`src/sv/cqe_pkg.sv`:
```
// ----------------------------------------------------------------------------
// cqe_pkg
// shared types and constants of the cubic quadrature engine
// ----------------------------------------------------------------------------
package cqe_pkg;

    localparam int CQE_MAX_SUBINTERVALS = 1024;
    localparam int CQE_DIV_W            = 41;
    localparam int CQE_N_W              = 11;

    typedef enum logic [1:0] {
        ERR_OK     = 2'd0,
        ERR_N_ZERO = 2'd1,
        ERR_N_ODD  = 2'd2,
        ERR_N_MOD3 = 2'd3
    } cqe_err_t;

    typedef enum logic [1:0] {
        RULE_TRAP  = 2'd0,
        RULE_S13   = 2'd1,
        RULE_S38   = 2'd2,
        RULE_NONE  = 2'd3
    } cqe_rule_t;

    typedef enum logic [3:0] {
        ST_IDLE,
        ST_CHECK,
        ST_DIV_H,
        ST_NODES,
        ST_DRAIN,
        ST_MUL_LO,
        ST_MUL_HI,
        ST_SCALE,
        ST_DIV3_GO,
        ST_DIV3,
        ST_OUTPUT
    } cqe_state_t;

    typedef struct packed {
        logic load;
        logic div_h_start;
        logic node_start;
        logic node_step;
        logic mul_lo;
        logic mul_hi;
        logic scale;
        logic div3_start;
        logic div3_take;
        logic out_load;
    } cqe_cmd_t;

    typedef struct packed {
        logic bad;
        logic div_done;
        logic gen_last;
        logic pipe_empty;
        logic rule_s13;
    } cqe_status_t;

endpackage

```
`src/sv/cqe_controller.sv`:
```
// ----------------------------------------------------------------------------
// cqe_controller
// sequencer of the quadrature engine and its request handshakes
// ----------------------------------------------------------------------------
module cqe_controller (
    input  logic                 aclk,
    input  logic                 aresetn,
    input  logic                 s_valid,
    output logic                 s_ready,
    output logic                 m_valid,
    input  logic                 m_ready,
    input  cqe_pkg::cqe_status_t status,
    output cqe_pkg::cqe_cmd_t    cmd
);
    import cqe_pkg::*;

    cqe_state_t state_reg, state_next;
    logic       m_valid_reg, m_valid_next;
    logic       out_free;

    assign out_free = !m_valid_reg || m_ready;

    always_comb begin
        state_next = state_reg;
        unique case (state_reg)
            ST_IDLE:    if (s_valid) state_next = ST_CHECK;
            ST_CHECK:   state_next = status.bad ? ST_OUTPUT : ST_DIV_H;
            ST_DIV_H:   if (status.div_done) state_next = ST_NODES;
            ST_NODES:   if (status.gen_last) state_next = ST_DRAIN;
            ST_DRAIN:   if (status.pipe_empty) state_next = ST_MUL_LO;
            ST_MUL_LO:  state_next = ST_MUL_HI;
            ST_MUL_HI:  state_next = ST_SCALE;
            ST_SCALE:   state_next = status.rule_s13 ? ST_DIV3_GO : ST_OUTPUT;
            ST_DIV3_GO: state_next = ST_DIV3;
            ST_DIV3:    if (status.div_done) state_next = ST_OUTPUT;
            ST_OUTPUT:  if (out_free) state_next = ST_IDLE;
            default:    state_next = ST_IDLE;
        endcase
    end

    always_comb begin
        cmd             = '0;
        cmd.load        = (state_reg == ST_IDLE) && s_valid;
        cmd.div_h_start = (state_reg == ST_CHECK) && !status.bad;
        cmd.node_start  = (state_reg == ST_DIV_H) && status.div_done;
        cmd.node_step   = (state_reg == ST_NODES);
        cmd.mul_lo      = (state_reg == ST_MUL_LO);
        cmd.mul_hi      = (state_reg == ST_MUL_HI);
        cmd.scale       = (state_reg == ST_SCALE);
        cmd.div3_start  = (state_reg == ST_DIV3_GO);
        cmd.div3_take   = (state_reg == ST_DIV3) && status.div_done;
        cmd.out_load    = (state_reg == ST_OUTPUT) && out_free;
        s_ready         = (state_reg == ST_IDLE);
        m_valid_next    = cmd.out_load || (m_valid_reg && !m_ready);
    end

    always_ff @(posedge aclk) begin
        if (!aresetn) begin
            state_reg   <= ST_IDLE;
            m_valid_reg <= 1'b0;
        end else begin
            state_reg   <= state_next;
            m_valid_reg <= m_valid_next;
        end
    end

    assign m_valid = m_valid_reg;

endmodule

```
`config.mk`:
```
export PLATFORM = sky130hd
export DESIGN_NAME = cqe_controller
export DESIGN_NICKNAME = d
export VERILOG_FILES = /design/src/sv/cqe_pkg.sv /design/src/sv/cqe_controller.sv
export SDC_FILE = /design/constraint.sdc
export NUM_CORES = 1
export LEC_CHECK = 0
export BUFFER_PORTS_ARGS = -buffer_cell sky130_fd_sc_hd__clkbuf_2
export CAP_MARGIN = 20
export CORE_MARGIN = 2
export CORE_UTILIZATION = 32
export CTS_CLUSTER_DIAMETER = 100
export DETAILED_ROUTE_END_ITERATION = 12
export REMOVE_ABC_BUFFERS = 1
export SYNTH_ARGS = -nofsm -noshare
export SYNTH_HDL_FRONTEND = slang
export SYNTH_SLANG_ARGS = --single-unit
```
`constraint.sdc`:
```
create_clock -name aclk -period 1.4 [get_ports aclk]
set_clock_uncertainty 0.2 [all_clocks]
set_input_delay 0.28 -clock aclk [delete_from_list [all_inputs] [get_ports aclk]]
set_output_delay 0.28 -clock aclk [all_outputs]
set_load 0.1 [all_outputs]
```
# ---- Yosys cells after proc, flatten, opt, wreduce, memory -nomap -nowiden
# Index checks and enable logic that the tools add are counted.
dict set report op_classes {
  n_eq_ne 16
  reduce_logical 13
  muxes 9
}
# operator n
set op_table {}
lappend op_table {{$pmux W4 S11} 1}
lappend op_table {{$mux W4} 7}
lappend op_table {{$eq A4 B3 Y1 const B} 4}
lappend op_table {{$eq A4 B4 Y1 const B} 3}
lappend op_table {{$ne A2 B2 Y1 const B} 6}
lappend op_table {{$eq A4 B2 Y1 const B} 2}
lappend op_table {{$logic_and A1 B1 Y1} 6}
lappend op_table {{$reduce_and A6 Y1} 1}
lappend op_table {{$eq A4 B1 Y1 const B} 1}
lappend op_table {{$logic_not A4 Y1} 1}
lappend op_table {{$logic_not A1 Y1} 3}
lappend op_table {{$logic_or A1 B1 Y1} 2}
lappend op_table {{$mux W2} 1}
dict set report totals {
  elab_cells 40
  output_inout_bits 12
  in_bits 9
  register_bits 5
}

# ---- Depth between registers and ports, before layout
dict set report depth {
  depth_word 4
  ltp_mapped 5
  depth_no_buf 4
}

# ---- Worst setup path after synthesis
# OpenSTA, ideal clock, no wires.
dict set report synth_path {
  path_kind {reg-to-output}
  startpoint {register state_reg[3]}
  endpoint {output cmd[9] in the netlist's numbering}
  t_arrival_ns 4.492
  t_required_ns 0.920
  n_path_buf 1
  slack_ns -3.572
  path_stages_with_launch 4
  path_cell_list {dfxtp_1 buf_4 nor4_1 and2_1}
}
# element line
set synth_lines {}
lappend synth_lines {{start, declared} cqe_controller.sv:17} ;# cqe_state_t state_reg, state_next;
lappend synth_lines {{start signal, assigned} cqe_controller.sv:62} ;# state_reg <= state_next;
lappend synth_lines {{end, declared} cqe_controller.sv:13} ;# output cqe_pkg::cqe_cmd_t cmd

==> flow_metrics.tcl <==
set metrics [dict create \
    run_status "complete, but fails checks" \
    violations "negative setup slack" \
    wl_um 1660 \
    die_h_um 41.1 \
    synth_warnings 0 \
    power_leakage_uw 0.000461 \
    relSlewSlack 0.785 \
    cts-root-buf "clkbuf_4" \
    drv_slew 0 \
    grt_pass1_vias 529 \
    layout_setup_ws_ns -0.432 \
    ys.flop_type "dfxtp_1" \
    initial_core_util 0.338 \
    grt.total_usage 0.202 \
    core_sq_um 1300 \
    critical_path.max_fanout 4 \
    clockBufferDepth 2 \
    avgRoutedWirePerCell_um 14.1 \
    cts.sinks 5 \
    grt_pass1_wl_um 2200 \
    period_needed_ns 1.83 \
    cpMaxStageDelayCell "dfxtp_4" \
    wl_met1_um 688 \
    largest_reg_flops 4 \
    setup_viol 13 \
    gp_congestion 0.773 \
    required_ns 0.92 \
    ir_drop_uv 2410 \
    yosysUniqueCellTypes 26 \
    path_cells "or2b_4, nor4_4, buf_4, buf_12" \
    clock_latency_ns 0.24 \
    clk_pin_slew_ns 0.05 \
    hold_ws_ns 0.138 \
    htreeDepth 1 \
    nFillCells 74 \
    rsz0062_at_grt "true" \
    vias 608 \
    diodes 0 \
    place_area_sq_um 851 \
    drc_errors 0 \
    path_buf_inv 2 \
    dr_wl_met3_um 72 \
    stdcell_area_sq_um 1100 \
    highest_layer "met4" \
    drtIter0Drc 11 \
    ant_nets 0 \
    syn_inst 56 \
    dpl.hpwl_um 1040 \
    final_cell_mix "buf_4, buf_12, clkbuf_2" \
    finalCritPeriodShare 1.31 \
    worst_pin_slew_ns 0.314 \
    fin_util 0.846 \
    synth_edf_count 0 \
    met2_length_um 881 \
    max-cap-violations 0 \
    cts_tree "yes" \
    power.density_nw_per_um2 2040 \
    rows 13 \
    drive_above_1_share 0.680 \
    ys_seq_elements 5 \
    path_class "reg2out" \
    max_freq_mhz 546 \
    cp_top_family "simple AND/OR/NAND/NOR gates" \
    drtPass1Iterations 4 \
    layout_commonest_cell "buf_4" \
    numCtsBuffers 3 \
    fin_nets 113 \
    start_kind "flop" \
    antenna_found_initial 0 \
    dieArea_sq_um 1690 \
    max_stage_delay_ns 0.37 \
    fin_tns_setup_ns -4.62 \
    syn-mean-instance-area_sq_um 7.86 \
    total_power_uw 2250 \
    die_x_um 41.1 \
    cp-end-kind "output port" \
    vias_per_cell 5.15 \
    synthArstFlopShare 0 \
    overflow 0 \
    io_pins 21 \
    worstPathArrival_ns 1.35 \
    io_buffer_count 20 \
    syn2layout_area_growth_pct 150 \
    grt_max_degree 11 \
    yosysSeqAreaShare 0.227 \
    hold_viol 0 \
    syn-cell-area_sq_um 440 \
    hold_class "in2reg" \
]
## path summary, 6_finish.rpt
kind / start / endpoint / slack, ns / cells after the start
min: aresetn / state_reg[3] / 0.14 / 2
max: state_reg[1] / cmd[7] / -0.43 / 4
min reg2reg: m_valid / m_valid / 0.40 / 2
max reg2reg: state_reg[1] / state_reg[0] / -0.25 / 5
## cells by family after synthesis
| kind of cell | synth area share |
|---|---|
| AND/OR/NAND/NOR | 0.435 |
| AO/OA/AOI/OAI | 0.159 |
| buffers and inverters | 0.0881 |
| flip-flops | 0.227 |
| multiplexers | 0.0909 |
## cells in the mapped netlist, types with 2 or more instances
| library cell | count | area, sq um |
|---|---|---|
| buf_4 | 2 | 15.0 |
| dfxtp_1 | 5 | 100 |
| inv_1 | 2 | 7.51 |
| nor4_1 | 3 | 18.8 |
| nor2_1 | 7 | 26.3 |
| nor3_1 | 4 | 20.0 |
| nand2b_1 | 5 | 31.3 |
| a21oi_1 | 2 | 10.0 |
| or2b_4 | 2 | 22.5 |
| mux2i_1 | 4 | 40.0 |
| nand2_1 | 4 | 15.0 |
| nor3b_1 | 2 | 15.0 |
## power by group
group          leakage [uW]  switching (uW)  internal (uW)  total (uW)
combinational      0.000403             980            827        1810
sequential        0.0000437            64.9            201         266
clock             0.0000150            65.4            108         174
total              0.000461            1110           1140        2250
## layer usage
metal  vias up  GRT usage
li1        295          -
met1       289      0.218
met2        20      0.387
met3         4     0.0326
met4         0     0.0726
met5         -          0
## cell type report
type	instances	area (sq um)	area share
inverters	2	7.51	0.00682
well taps	15	18.8	0.0170
clock buffers	4	26.3	0.0239
multi-input cells	45	423	0.384
repair buffers	47	510	0.464
flip-flops and latches	5	115	0.105
## metrics by stage
stage	cells	setup slack (ns)
2_1_floorplan	52	-3.50
3_3_place_gp	106	-0.236
3_5_place_dp	106	-0.280
4_1_cts	113	-0.439
5_1_grt	118	-0.502
6_report	118	-0.432
## what timing repair did
action	in CTS	in global routing
gates resized for setup	22	12
buffers inserted	3	5
hold buffers	0	0
pin swaps	5	6
setup endpoints to repair	14	14
Note: power is estimated with default switching activity, not from simulation.
